`src/rtl/core/stt_pkg.sv`:
```
// Shared types and constants for the session token table with aging.
// Used by every module of the block; depends on nothing else.
`default_nettype none

package stt_pkg;

    // Table geometry.
    localparam int unsigned ENTRIES = 64;
    localparam int unsigned IDX_W   = $clog2(ENTRIES);
    localparam int unsigned CNT_W   = 7;
    localparam logic [CNT_W-1:0] CNT_MAX  = '1;
    localparam logic [IDX_W:0]   SCAN_END = (IDX_W + 1)'(ENTRIES);

    // Operation codes carried in the kind field.
    localparam logic [1:0] KIND_PUT    = 2'd0;
    localparam logic [1:0] KIND_VERIFY = 2'd1;
    localparam logic [1:0] KIND_TICK   = 2'd2;

    // Result status codes.
    localparam logic [2:0] ST_INSERTED  = 3'd0;
    localparam logic [2:0] ST_REFRESHED = 3'd1;
    localparam logic [2:0] ST_FULL      = 3'd2;
    localparam logic [2:0] ST_VERIFY_OK = 3'd3;
    localparam logic [2:0] ST_VERIFY_NG = 3'd4;
    localparam logic [2:0] ST_SWEPT     = 3'd5;
    localparam logic [2:0] ST_SKIPPED   = 3'd6;

    // Configuration port.
    localparam int unsigned ADDR_W       = 3;
    localparam logic        REG_TIMEOUT  = 1'b0;
    localparam logic        REG_INTERVAL = 1'b1;
    localparam logic [31:0] TIMEOUT_RST  = 32'd10000;
    localparam logic [31:0] INTERVAL_RST = 32'd1000;

    typedef struct packed {
        logic [1:0]  kind;
        logic [31:0] account_id;
        logic [63:0] session_token;
        logic [31:0] now_time;
    } item_t;

    typedef struct packed {
        logic [2:0]       status;
        logic [CNT_W-1:0] removed_count;
    } result_t;

    typedef struct packed {
        logic [31:0] account;
        logic [63:0] token;
        logic [31:0] stamp;
    } entry_t;

    // Per-entry verdict of the shared compare unit.
    typedef struct packed {
        logic match;
        logic token_eq;
        logic aged;
    } eval_t;

endpackage

`default_nettype wire

```
`src/rtl/core/stt_cmp.sv`:
```
// Shared compare unit: judges one table entry against the current item.
// Depends on stt_pkg.
`default_nettype none

module stt_cmp
    import stt_pkg::*;
(
    input  wire entry_t        ent,
    input  wire logic          ent_valid,
    input  wire item_t         itm,
    input  wire logic [31:0]   timeout,
    output eval_t              ev
);

    logic [31:0] age;

    // Age is taken modulo 2^32, so a wrapped clock still ages correctly.
    assign age         = itm.now_time - ent.stamp;
    assign ev.match    = ent_valid && (ent.account == itm.account_id);
    assign ev.token_eq = (ent.token == itm.session_token);
    assign ev.aged     = ent_valid && (age >= timeout);

endmodule

`default_nettype wire

```
`config.mk`:
```
export PLATFORM = sky130hd
export DESIGN_NAME = stt_cmp
export DESIGN_NICKNAME = d
export VERILOG_FILES = /design/src/rtl/core/stt_pkg.sv /design/src/rtl/core/stt_cmp.sv
export SDC_FILE = /design/constraint.sdc
export NUM_CORES = 1
export LEC_CHECK = 0
export BUFFER_PORTS_ARGS = -buffer_cell sky130_fd_sc_hd__buf_2
export CAP_MARGIN = 15
export CORE_AREA = 3 3 114 116
export DETAILED_ROUTE_END_ITERATION = 16
export DIE_AREA = 0 0 117 119
export GPL_ROUTABILITY_DRIVEN = 0
export PLACE_DENSITY = 0.74
export SETUP_SLACK_MARGIN = 0.2
export SKIP_LAST_GASP = 1
export SLEW_MARGIN = 10
export SYNTH_ARGS = -nofsm -noshare
export SYNTH_HDL_FRONTEND = slang
export SYNTH_SLANG_ARGS = --single-unit
```
`constraint.sdc`:
```
create_clock -name vclk -period 3.6
set_input_delay 0.18 -clock vclk [all_inputs]
set_output_delay 0.18 -clock vclk [all_outputs]
set_load 0.01 [all_outputs]
```
== Word level (Yosys, flattened, before mapping) ==
Cells that the tools add are included.
Word-level totals
  register bits: 0
  output and inout port bits: 3
  input bits: 291
Operators by class
  magnitude comparators: 1
  reduce and logical (&&, ||, !) cells: 2
  equality and inequality tests: 2
  add/subtract/negate cells: 1
Operators with widths (count)
  64-bit equality test: 1
  32-bit equality test: 1
  32-bit >= comparator: 1
  32-bit subtractor: 1
  1-bit logical AND: 2

== Depth between registers and ports, before layout ==
  word-level depth: 3
  mapped depth: 19

== Worst setup path after synthesis ==
OpenSTA, ideal clock, no wires.
  path kind: in2out
  start: input port itm[0] (netlist bit)
  end: output port ev[0] (netlist bit)
  path buffers: 0
  setup slack: 315 ps
  stages on the path: 15
  arrival: 3105 ps
  data required time: 3420 ps
  cell sequence: inv_1 ha_1 inv_1 fa_1 a211oi_2 o21ai_2 a41oi_4 a311oi_2 o31ai_2 xnor2_1 ha_1 a21o_1 a211oi_1 nor4bb_1 o21ai_0
RTL lines
  from (decl): RTL line stt_cmp.sv:10  | input wire item_t itm,
  to (decl): RTL line stt_cmp.sv:12  | output eval_t ev

==> results.tsv <==
metric	value	unit
outcome	complete, no violations	
cp_max_fo	4	
crit_type	input pin to primary output	
rsz0062_at_grt	yes	
drc	0	
drt-vias-per-instance	4.91	
seq_area_frac_synth	0	%
yosys-top-cells-area	ha_1 20%, xor2_1 18%, xnor2_1 10%	
synth_top_area_share	20.5	%
track_usage	20.0	%
drive_above_1_share	42.7	%
grt_first_pass_wirelength	22.5	mm
ctsHoldBuffers	0	
clkbuf_count	0	
critPathArrivalTime	3.32	ns
fillers	1228	
fmax	286	MHz
maxCapViolCount	0	
antenna_found_initial	4	
syn_inst	535	
layout.nets	1218	
period_share	97.3	%
wire_per_inst	15.1	um
hpwl	14.0	mm
crit_start	itm[0]	
netlist_area	0.00385	sq mm
grt_max_degree	13	
cellLeakagePower	3.34	nW
firstDrtPassIters	4	
first_iter_violations	264	
finalCoreUtilization	49.4	%
synth_cell_types	54	
yosysWarnings	0	
hold_violations	0	
peakVddDrop	0.0000576	V
ant_nets	0	
multi_input_area	0.00364	sq mm
worst_pin_slew	0.470	ns
syn_avg_cell_area	7.20	sq um
cp-end-kind	primary output	
crit_path_end	ev[0]	
dieHeight	119	um
grt_pass1_vias	4988	
port_buffers	292	
startpoint_type	input pin	
seq_cell_count	0	
drt_wl_total	15.3	mm
synth.largest_area_cell	ha_1	
setup_violations	0	
power.density	161	mW/mm^2
die_area	0.0139	sq mm
overflow	0	
post-route-min-period	3.50	ns
maxSlewHeadroom	68.4	%
core_area	0.0120	sq mm
regArea	0	sq um
initial_utilization	32.1	%
holdWs	0.736	ns
io_pins	294	
cp.required	3.42	ns
finalPower	0.000954	W
area_growth	54.0	%
vias	4966	
slew_viol_final	0	
die_w	117	um
syn-num-nets	890	
rows	40	
hold_path_class	input pin to primary output	
cells in the mapped netlist, drive strengths merged, types with 6 or more instances:
master  instances
a211oi          7
a21o           29
a21oi          36
a31oi           7
clkbuf          8
ha             63
inv            73
nand2          26
nand3           8
nand4          24
nor2           28
nor4           20
o21ai          14
o31ai           6
xnor2          44
xor2           79
worst min-delay path by stage:
stage                          from    end  depth (start not counted)
after floorplan           ent_valid  ev[2]                          2
after detailed placement   ent[103]  ev[2]                          5
after global placement     ent[112]  ev[2]                          5
final                      ent[103]  ev[2]                          5
after CTS                  ent[103]  ev[2]                          5
after global routing      ent_valid  ev[2]                          4
per-layer routing:
metal,part of all wire [%],vias up,GRT usage [%]
met5,0,-,0
met4,2.9,0,5.38
met3,6.2,22,2.39
met2,53,184,39.4
met1,38,2200,21.7
li1,-,2560,-
area by class of cell:
type | instances | area share (%)
multi-input cells | 449 | 61.3
repair buffers | 339 | 30.8
well taps | 147 | 3.10
inverters | 73 | 4.66
diodes | 4 | 0.169
cells by family after synthesis:
logic type      count (synthesis)  synth area share, %
simple gates                  128                 17.3
buf+inv                        86                 8.54
mux                             1                0.260
compound gates                133                 25.0
xor+xnor                      123                 28.0
fa+ha+maj                      64                 21.0
what timing repair did:
item / CTS / global route
cloned: 0 / 0
hold endpoints to repair: 0 / 0
resized for setup: 19 / 8
setup buffers: 3 / 2
endpoints found under the setup margin: 1 / 1
pin swaps: 28 / 15
critical path, cell delays in order:
cell and delay [ns]:
buf_6 0.09, inv_4 0.04, ha_4 0.13, inv_2 0.03, fa_2 0.36, a211oi_4 0.24
o21ai_2 0.11, a41oi_4 0.27, a311oi_2 0.18, o31ai_2 0.32, buf_4 0.16, o211ai_1 0.10
xor2_1 0.16, ha_1 0.30, nand4_1 0.10, nor3_1 0.15, nand2_1 0.08, o21ai_1 0.15
buf_2 0.16
power by group:
group | switching (W) | leakage, nW | total, W | internal [W]
clock network | 0 | 0.0000254 | 0.000000000149 | 0.000000000149
logic | 0.000460 | 3.34 | 0.000954 | 0.000494
registers | 0 | 0 | 0 | 0
placed cells by master, fill, tap and decap left out, drive strengths merged, types with 3 or more instances in the layout:
master,instances
nor2,28
nand2,26
o21ai,14
o21bai,5
buf,339
a21oi,36
inv,73
xnor2,44
nand2b,4
nor3,5
nand4,24
nand3,8
a211oi,7
nor4,20
o21a,3
a31oi,7
o31ai,6
o211ai,4
and3,3
diode,4
o2111ai,3
ha,63
xor2,79
a21o,29
per-stage QoR:
stage / instance area [sq um] / worst slack [ns] / instances / TNS [ns]
2_1_floorplan: 3850 / 0.315 / 535 / 0
3_3_place_gp: 5760 / -0.142 / 1003 / -0.142
3_5_place_dp: 5760 / -0.180 / 1003 / -0.180
4_1_cts: 5870 / 0.131 / 1006 / 0
5_1_grt: 5930 / -0.0264 / 1012 / -0.0264
6_report: 5930 / 0.0983 / 1012 / 0
No activity file was read; power rests on OpenSTA's default activity.
