File: config.mk
export PLATFORM = sky130hd
export DESIGN_NAME = stt_seq
export DESIGN_NICKNAME = d
export VERILOG_FILES = /design/src/rtl/core/stt_pkg.sv /design/src/rtl/core/stt_seq.sv
export SDC_FILE = /design/constraint.sdc
export NUM_CORES = 1
export LEC_CHECK = 0
export BUFFER_PORTS_ARGS = -buffer_cell sky130_fd_sc_hd__buf_2
export CAP_MARGIN = 20
export CORE_MARGIN = 3
export CORE_UTILIZATION = 50
export DETAILED_ROUTE_END_ITERATION = 7
export PLACE_DENSITY = 0.81
export SLEW_MARGIN = 5
export SYNTH_ARGS = -nofsm -noshare
export SYNTH_HDL_FRONTEND = slang
export SYNTH_SLANG_ARGS = --single-unit
File: constraint.sdc
create_clock -name clk -period 4.22 [get_ports clk]
set_input_delay 0.211 -clock clk [delete_from_list [all_inputs] [get_ports clk]]
set_output_delay 0.211 -clock clk [all_outputs]
set_load 0.02 [all_outputs]
File: src/rtl/core/stt_pkg.sv
// Shared types and constants for the session token table with aging.
// Used by every module of the block; depends on nothing else.
`default_nettype none

package stt_pkg;

    // Table geometry.
    localparam int unsigned ENTRIES = 64;
    localparam int unsigned IDX_W   = $clog2(ENTRIES);
    localparam int unsigned CNT_W   = 7;
    localparam logic [CNT_W-1:0] CNT_MAX  = '1;
    localparam logic [IDX_W:0]   SCAN_END = (IDX_W + 1)'(ENTRIES);

    // Operation codes carried in the kind field.
    localparam logic [1:0] KIND_PUT    = 2'd0;
    localparam logic [1:0] KIND_VERIFY = 2'd1;
    localparam logic [1:0] KIND_TICK   = 2'd2;

    // Result status codes.
    localparam logic [2:0] ST_INSERTED  = 3'd0;
    localparam logic [2:0] ST_REFRESHED = 3'd1;
    localparam logic [2:0] ST_FULL      = 3'd2;
    localparam logic [2:0] ST_VERIFY_OK = 3'd3;
    localparam logic [2:0] ST_VERIFY_NG = 3'd4;
    localparam logic [2:0] ST_SWEPT     = 3'd5;
    localparam logic [2:0] ST_SKIPPED   = 3'd6;

    // Configuration port.
    localparam int unsigned ADDR_W       = 3;
    localparam logic        REG_TIMEOUT  = 1'b0;
    localparam logic        REG_INTERVAL = 1'b1;
    localparam logic [31:0] TIMEOUT_RST  = 32'd10000;
    localparam logic [31:0] INTERVAL_RST = 32'd1000;

    typedef struct packed {
        logic [1:0]  kind;
        logic [31:0] account_id;
        logic [63:0] session_token;
        logic [31:0] now_time;
    } item_t;

    typedef struct packed {
        logic [2:0]       status;
        logic [CNT_W-1:0] removed_count;
    } result_t;

    typedef struct packed {
        logic [31:0] account;
        logic [63:0] token;
        logic [31:0] stamp;
    } entry_t;

    // Per-entry verdict of the shared compare unit.
    typedef struct packed {
        logic match;
        logic token_eq;
        logic aged;
    } eval_t;

endpackage

`default_nettype wire

File: src/rtl/core/stt_seq.sv
// Sequencer: accepts a transaction, walks the table one entry per cycle
// through the shared compare unit and issues the result. Depends on stt_pkg.
`default_nettype none

module stt_seq
    import stt_pkg::*;
(
    input  wire logic             clk,
    input  wire logic             rst_n,
    input  wire logic             start,
    input  wire item_t            item,
    output logic                  busy,
    output logic                  done,
    output result_t               result,
    input  wire logic [31:0]      interval,
    output item_t                 cur_item,
    input  wire eval_t            ev,
    input  wire logic [ENTRIES-1:0] valid,
    output logic                  chk_valid,
    output logic                  rd_en,
    output logic [IDX_W-1:0]      rd_addr,
    output logic                  wr_en,
    output logic [IDX_W-1:0]      wr_addr,
    output logic                  set_en,
    output logic [IDX_W-1:0]      set_addr,
    output logic                  clr_en,
    output logic [IDX_W-1:0]      clr_addr
);

    typedef enum logic [1:0] {
        S_IDLE,
        S_SCAN,
        S_FINISH
    } state_t;

    state_t            state_reg,    state_next;
    item_t             item_reg,     item_next;
    logic [IDX_W:0]    addr_reg,     addr_next;
    logic              chk_vld_reg,  chk_vld_next;
    logic [IDX_W-1:0]  chk_idx_reg,  chk_idx_next;
    logic              hit_reg,      hit_next;
    logic [IDX_W-1:0]  hit_idx_reg,  hit_idx_next;
    logic              tok_ok_reg,   tok_ok_next;
    logic              free_reg,     free_next;
    logic [IDX_W-1:0]  free_idx_reg, free_idx_next;
    logic [CNT_W-1:0]  cnt_reg,      cnt_next;
    logic [31:0]       sweep_reg,    sweep_next;
    logic              done_reg,     done_next;
    result_t           result_reg,   result_next;
    logic [31:0]       since_sweep;
    logic              vld_bit;

    assign since_sweep = item.now_time - sweep_reg;
    assign vld_bit     = valid[chk_idx_reg];

    always_comb
    begin
        state_next    = state_reg;
        item_next     = item_reg;
        addr_next     = addr_reg;
        chk_vld_next  = 1'b0;
        chk_idx_next  = addr_reg[IDX_W-1:0];
        hit_next      = hit_reg;
        hit_idx_next  = hit_idx_reg;
        tok_ok_next   = tok_ok_reg;
        free_next     = free_reg;
        free_idx_next = free_idx_reg;
        cnt_next      = cnt_reg;
        sweep_next    = sweep_reg;
        done_next     = 1'b0;
        result_next   = result_reg;

        unique case (state_reg)
            S_IDLE:
            begin
                if (start)
                begin
                    item_next = item;
                    addr_next = '0;
                    hit_next  = 1'b0;
                    tok_ok_next = 1'b0;
                    free_next = 1'b0;
                    cnt_next  = '0;
                    case (item.kind) inside
                        KIND_PUT, KIND_VERIFY:
                        begin
                            state_next = S_SCAN;
                        end
                        KIND_TICK:
                        begin
                            // Sweep only once the sweep time has been reached.
                            if (!since_sweep[31])
                            begin
                                sweep_next = item.now_time + interval;
                                state_next = S_SCAN;
                            end
                            else
                            begin
                                done_next   = 1'b1;
                                result_next = '{status: ST_SKIPPED, removed_count: '0};
                            end
                        end
                        default:
                        begin
                            done_next   = 1'b1;
                            result_next = '{status: ST_SKIPPED, removed_count: '0};
                        end
                    endcase
                end
            end

            S_SCAN:
            begin
                if (addr_reg != SCAN_END)
                begin
                    addr_next    = addr_reg + 1'b1;
                    chk_vld_next = 1'b1;
                end
                else
                begin
                    state_next = S_FINISH;
                end
                if (chk_vld_reg)
                begin
                    case (item_reg.kind)
                        KIND_PUT:
                        begin
                            if (ev.match && !hit_reg)
                            begin
                                hit_next     = 1'b1;
                                hit_idx_next = chk_idx_reg;
                            end
                            if (!vld_bit && !free_reg)
                            begin
                                free_next     = 1'b1;
                                free_idx_next = chk_idx_reg;
                            end
                        end
                        KIND_VERIFY:
                        begin
                            if (ev.match && !hit_reg)
                            begin
                                hit_next     = 1'b1;
                                hit_idx_next = chk_idx_reg;
                                tok_ok_next  = ev.token_eq;
                            end
                        end
                        KIND_TICK:
                        begin
                            if (ev.aged && (cnt_reg != CNT_MAX))
                            begin
                                cnt_next = cnt_reg + 1'b1;
                            end
                        end
                        default:
                        begin
                        end
                    endcase
                end
            end

            S_FINISH:
            begin
                state_next = S_IDLE;
                done_next  = 1'b1;
                case (item_reg.kind)
                    KIND_PUT:
                    begin
                        if (hit_reg)
                        begin
                            result_next = '{status: ST_REFRESHED, removed_count: '0};
                        end
                        else if (free_reg)
                        begin
                            result_next = '{status: ST_INSERTED, removed_count: '0};
                        end
                        else
                        begin
                            result_next = '{status: ST_FULL, removed_count: '0};
                        end
                    end
                    KIND_VERIFY:
                    begin
                        if (hit_reg && tok_ok_reg)
                        begin
                            result_next = '{status: ST_VERIFY_OK,
                                            removed_count: CNT_W'(1)};
                        end
                        else
                        begin
                            result_next = '{status: ST_VERIFY_NG, removed_count: '0};
                        end
                    end
                    KIND_TICK:
                    begin
                        result_next = '{status: ST_SWEPT, removed_count: cnt_reg};
                    end
                    default:
                    begin
                        result_next = '{status: ST_SKIPPED, removed_count: '0};
                    end
                endcase
            end

            default:
            begin
                state_next = S_IDLE;
            end
        endcase
    end

    always_ff @(posedge clk or negedge rst_n)
    begin
        if (!rst_n)
        begin
            state_reg    <= S_IDLE;
            item_reg     <= '0;
            addr_reg     <= '0;
            chk_vld_reg  <= 1'b0;
            chk_idx_reg  <= '0;
            hit_reg      <= 1'b0;
            hit_idx_reg  <= '0;
            tok_ok_reg   <= 1'b0;
            free_reg     <= 1'b0;
            free_idx_reg <= '0;
            cnt_reg      <= '0;
            sweep_reg    <= '0;
            done_reg     <= 1'b0;
            result_reg   <= '0;
        end
        else
        begin
            state_reg    <= state_next;
            item_reg     <= item_next;
            addr_reg     <= addr_next;
            chk_vld_reg  <= chk_vld_next;
            chk_idx_reg  <= chk_idx_next;
            hit_reg      <= hit_next;
            hit_idx_reg  <= hit_idx_next;
            tok_ok_reg   <= tok_ok_next;
            free_reg     <= free_next;
            free_idx_reg <= free_idx_next;
            cnt_reg      <= cnt_next;
            sweep_reg    <= sweep_next;
            done_reg     <= done_next;
            result_reg   <= result_next;
        end
    end

    // Table control. Reads are issued while scanning; the verdict comes back
    // in the next cycle together with chk_vld_reg.
    assign rd_en    = (state_reg == S_SCAN) && (addr_reg != SCAN_END);
    assign rd_addr  = addr_reg[IDX_W-1:0];

    assign wr_en    = (state_reg == S_FINISH) && (item_reg.kind == KIND_PUT)
                      && (hit_reg || free_reg);
    assign wr_addr  = hit_reg ? hit_idx_reg : free_idx_reg;
    assign set_en   = (state_reg == S_FINISH) && (item_reg.kind == KIND_PUT)
                      && !hit_reg && free_reg;
    assign set_addr = free_idx_reg;

    always_comb
    begin
        if (state_reg == S_FINISH)
        begin
            clr_en   = (item_reg.kind == KIND_VERIFY) && hit_reg && tok_ok_reg;
            clr_addr = hit_idx_reg;
        end
        else
        begin
            clr_en   = (state_reg == S_SCAN) && chk_vld_reg
                       && (item_reg.kind == KIND_TICK) && ev.aged;
            clr_addr = chk_idx_reg;
        end
    end

    assign busy      = (state_reg != S_IDLE);
    assign done      = done_reg;
    assign result    = result_reg;
    assign cur_item  = item_reg;
    assign chk_valid = vld_bit;

endmodule

`default_nettype wire

# ---- Yosys cells after proc, flatten, opt, wreduce, memory -nomap -nowiden
# Index checks and enable logic that the tools add are counted.
dict set report op_classes {
  n_bitwise 2
  multipliers 0
  n_lt_le_gt_ge 1
  n_mux 47
  add_sub_neg 4
  n_reduce_logical 37
  shift 0
  n_eq_ne 23
  n_div 0
}
# operator count
set ops {}
lappend ops {{10-bit two-way mux} 5}
lappend ops {{7-bit two-way mux} 5}
lappend ops {{32-bit adder} 1}
lappend ops {{32-bit subtractor} 1}
lappend ops {{10-bit case mux with 3 select lines} 1}
lappend ops {{7-bit case mux with 2 select lines} 2}
lappend ops {{5-bit AND reduction} 5}
lappend ops {{2-bit inequality test (second input constant)} 11}
lappend ops {{10-bit case mux with 2 select lines} 1}
lappend ops {{1-bit two-way mux} 18}
lappend ops {{9-bit two-way mux} 2}
lappend ops {{4-bit AND reduction} 4}
lappend ops {{7-bit by 1-bit adder with 7-bit output (second input constant)} 2}
lappend ops {{1-bit logical AND} 14}
lappend ops {{7-bit inequality test (second input constant)} 2}
lappend ops {{6-bit two-way mux} 2}
lappend ops {{2-bit two-way mux} 5}
lappend ops {{1-bit case mux with 2 select lines} 4}
lappend ops {{6-bit by 7-bit < comparator with 1-bit output (second input constant)} 1}
lappend ops {{1-bit binary-select mux with 6-bit select} 1}
lappend ops {{2-bit by 1-bit == test with 1-bit output (second input constant)} 3}
lappend ops {{2-bit == test (second input constant)} 3}
lappend ops {{2-bit logical NOT} 3}
lappend ops {{3-bit by 2-bit inequality test with 1-bit output (second input constant)} 2}
lappend ops {{other kinds (10)} 16}
dict set report totals {
  wordCells 132
  rom_bits 0
  out_inout_bits 171
  latchBits 0
  inputBits 232
  regBits 211
  mem_count 0
  ramBits 0
}

# ---- Longest topological paths before layout
dict set report depth {
  word_depth 8
  ltp_mapped 11
  mapped_depth_nobuf 11
}

# ---- Least setup slack after synthesis
# Ideal clock, no wire load.
dict set report synth_timing {
  kind {register to register}
  from {register chk_idx_reg[1]}
  to {register free_idx_reg[0] (netlist: set_addr[0])}
  arrival_ns 3.141
  stages_incl_launch_ff 8
  slack_ns 0.954
  setup_time_ns 0.125
  synth_period_minus_slack_ns 3.266
  n_path_buf 2
  path_cell_list {dfrtp_1 -> clkbuf_1 -> clkbuf_1 -> mux4_2 -> mux4_2 -> mux4_2 -> nor4b_4 -> mux2_2}
}
dict set report synth_between {
  elab_chain_cells 5
}
# item line_no
set synth_lines {}
lappend synth_lines {{start: declaration} stt_seq.sv:40} ;# logic [IDX_W-1:0] chk_idx_reg, chk_idx_next;
lappend synth_lines {{start signal: assignment} stt_seq.sv:237} ;# chk_idx_reg <= chk_idx_next;
lappend synth_lines {{1-bit binary-select mux with 6-bit select} stt_seq.sv:54} ;# assign vld_bit = valid[chk_idx_reg];
lappend synth_lines {{1-bit two-way mux (implied by the code)} stt_seq.sv:54}
lappend synth_lines {{via chk_valid} stt_seq.sv:19} ;# output logic chk_valid,
lappend synth_lines {{1-bit logical NOT} stt_seq.sv:133} ;# if (!vld_bit && !free_reg)
lappend synth_lines {{1-bit logical AND} stt_seq.sv:133}
lappend synth_lines {{4-bit AND reduction (no line)} --}
lappend synth_lines {{end signal: assignment} stt_seq.sv:242} ;# free_idx_reg <= free_idx_next;
lappend synth_lines {{end: declaration} stt_seq.sv:45} ;# logic [IDX_W-1:0] free_idx_reg, free_idx_next;
# The timed path passes the listed nets, and every way through them passes these cells. The select of a mux whose other input is x is not followed.
# A chain may end at the register's enable or synchronous reset.

# ---- Final worst setup path
dict set report layout_timing {
  from {input port item[16] in the netlist's numbering}
  to {register result_reg (netlist bit result[6])}
}
dict set report layout_between {
  elab_chain_cells 3
}
# item line_no
set layout_lines {}
lappend layout_lines {{start: declaration} stt_seq.sv:11} ;# input wire item_t item,
lappend layout_lines {{32-bit subtractor} stt_seq.sv:53} ;# assign since_sweep = item.now_time - sweep_reg;
lappend layout_lines {{3-bit inequality test (no line)} --}
lappend layout_lines {{4-bit AND reduction (no line)} --}
lappend layout_lines {{end signal: assignment} stt_seq.sv:246} ;# result_reg <= result_next;
lappend layout_lines {{end: declaration} stt_seq.sv:49} ;# result_t result_reg, result_next;
# No other way between the ends.

==> out/metrics.yaml <==
fin_crit_sh_pct: 78.5
worstPathRequired_ps: 4560
ff2ff_path_depth: 10
power_leakage_nw: 8.39
slew_headroom_pct: 32.5
multi_input_area_um2: 5390
htree_levels: 1
grtUsageMet2_pct: 49.7
drv_cap: 0
critPathLaunchType: "input pin"
gr-max-usage-layer: "met2"
coreArea_um2: 21400
worst_ep_arrival_time_ps: 3650
ys_ff_latch: 211
power.switching_mw: 1.19
grt_first_pass_wirelength_mm: 56.3
clock_path_buffers: 3
finalMaxSlewViolations: 0
yosys.area_share.simple_pct: 21.6
path_clk_slew_ps: 60
hpwl_mm: 23.6
worst_pin_slew_ps: 1010
setup_ws_ps: 907
yosys.area.top_type: "dfrtp_1"
dr.pass1.iters: 5
fp-row-count: 53
die-area_um2: 24000
drt-total-wl_mm: 35.3
max_stage_delay_ps: 720
crit_buf_inv: 2
largest_reg_flops: 130
nNetsFinal: 2040
swShare_pct: 25.3
via_per_inst: 5.37
gr-usage-met1_pct: 35.6
grt_pass1_vias: 11200
slowest_stage: "a21oi_1"
synth_top_area_share_pct: 47.7
yosysWarnings: 0
synth_ff_type: "dfrtp_1"
global_route.usage.met3_pct: 4.70
antenna_found_initial: 2
worstHoldPathType: "in2reg"
synth_fp_nets: 1534
die_h_um: 155
grt_max_degree: 101
synth.area.top_cells: "dfrtp_1, nand2_1, ha_1"
rrSetupSlack_ps: 930
skew_ps: 15.4
crit_type: "in2reg"
area_growth_pct: 38.0
setup_viol: 0
cpMostUsedCell: "o21ai_0"
period_needed_ps: 3310
powerDensity_nw_per_um2: 307
vias: 10900
hold_viol_final: 0
grtUsageTotal_pct: 28.7
status: "finished clean"
rsz0062_at_grt: "no"
cts_buffers: 23
cts-root-buf: "clkbuf_16"
p_int_mw: 3.50
r2r_start: "sweep_reg[16]"
synth_edf_count: 0
cts_sinks: 211
drt_iter0_drc: 859
num-fill-cells: 1540
syn_area_um2: 11100
combPwrFrac_pct: 14.8
cts_tree: "done"
synth.avg_cell_area_um2: 8.96
synth_fa_ha_area_share_pct: 7.41
regArea_um2: 5280
hold_depth: 3
wire_per_inst_um: 17.3
p_clk_share_pct: 41.1
p_seq_share_pct: 44.1
ys_types: 52
crit_path_cell_trace: "dlygate4sd3_1, buf_2, ha_1, a211oi_1, o21a_1, o21ai_0, a2111oi_0, o21ai_0, xnor2_1, a21oi_1, o21ai_0"
hp-start: "item[14]"
p_total_mw: 4.69
synth_compound_area_share_pct: 9.89
muxShareOfSynthArea_pct: 6.47
postCtsSetupBuffers: 0
clk_latency_ps: 510
synth_top_family_by_area: "simple AND/OR/NAND/NOR gates"
gr-total-overflow: 0
io_pins: 403
path_max_fanout: 11
port_buffers: 402
ir_drop_uv: 271
clock.fmax_mhz: 302
syn_inst: 1237
start_util_pct: 51.7
ys_seq_area_share_pct: 47.7
drive_gt1_share_pct: 28.0
pre_cts_slack_ps: 881
drc: 0
r2r-end: "result[6]"
async_flop_share_pct: 100
gp_congestion: 0.919
endpoint_kind: "flip-flop"
die_width_um: 155
cp_top_family: "compound AO/OA/AOI/OAI gates"
min_to: "cur_item[14]"
ant_nets: 0
synth_xor_area_share_pct: 3.00
tns_ps: 0
## layer usage
| metal | vias up | wire length (um) |
|---|---|---|
| met2 | 474 | 17700 |
| met4 | 0 | 1560 |
| met1 | 5218 | 13800 |
| li1 | 5131 | - |
| met5 | - | 0 |
| met3 | 120 | 2190 |
## worst min-delay path: cells and delay by family
family	cells	cell delay, ps
and+or+nand+nor	2	140
buffers and inverters	1	130
## cell usage after synthesis (5+ instances only)
cell type,n
nand4_1,10
mux4_2,21
ha_1,64
nand3_1,15
clkbuf_1,47
o21ai_0,61
xnor2_1,17
inv_1,49
nor2_1,46
nand2_1,481
mux2_2,19
xor2_1,21
a21oi_1,45
o21a_1,5
buf_4,6
nor2b_1,7
a211oi_1,5
dfrtp_1,211
a31oi_1,8
nand2b_1,12
a21o_1,15
nor3_1,8
o211ai_1,6
and3_1,5
## repair_timing
action                    CTS  global route
resized for setup           0             0
hold buffers              129             0
hold endpoints to repair  226             0
## kinds of logic after synthesis
kind of cell,count (synthesis)
compound gates,179
mux,43
flops,211
simple gates,595
xor+xnor,38
fa+ha+maj,65
buf+inv,106
## placed cells by master (no fill, tap or decap), types with 8 or more instances in the layout
cell and n:
a21oi_1 45, nor2_1 46, dlygate4sd3_1 129, nand2_1 480
mux2_2 19, ha_1 64, nand2b_1 12, buf_2 401
a21o_1 15, o21ai_0 61, nand4_1 10, dfrtp_1 211
a31oi_1 8, xor2_1 21, clkbuf_16 23, nand3_1 15
mux4_2 21, nor3_1 8, xnor2_1 17, inv_1 49
## how the worst max path moves through the flow
stage / from / to / slack (ps) / cells after the start
after floorplan: chk_idx_reg[1] / set_addr[0] / 950 / 7
after global routing: sweep_reg[16] / result[2] / 610 / 10
after CTS: item[16] / result[2] / 890 / 11
after detailed placement: sweep_reg[16] / result[2] / 880 / 10
final: item[16] / result[6] / 910 / 11
after global placement: item[16] / result[3] / 1070 / 10
## power by group through the flow
stage / logic [mW] / clock network [mW] / registers [mW]
3_3_place_gp: 0.573 / 0 / 2.10
5_1_grt: 0.760 / 2.05 / 2.07
4_1_cts: 0.684 / 1.97 / 2.07
3_5_place_dp: 0.584 / 0 / 2.10
6_report: 0.692 / 1.93 / 2.07
2_1_floorplan: 0.335 / 0 / 2.10
## metrics by stage
stage                     utilization [%]  std cells  area (um^2)  hold WS, ps
after floorplan                         -       1237        11100        -84.6
after global placement               62.0       1864        13300          353
after detailed placement             62.0       1864        13300          362
after CTS                            71.4       2035        15300         9.27
after global routing                 71.4       2037        15300         3.71
final                                71.4       2037        15300         25.2
## layout make-up
class	instances	area share (%)
inverters	49	1.20
repair buffers	538	22.1
well taps	275	2.25
flip-flops and latches	211	34.5
clock buffers	30	4.07
multi-input cells	920	35.2
diodes	2	0.0327
clock inverters	12	0.630
Note: power is estimated with default switching activity, not from simulation.
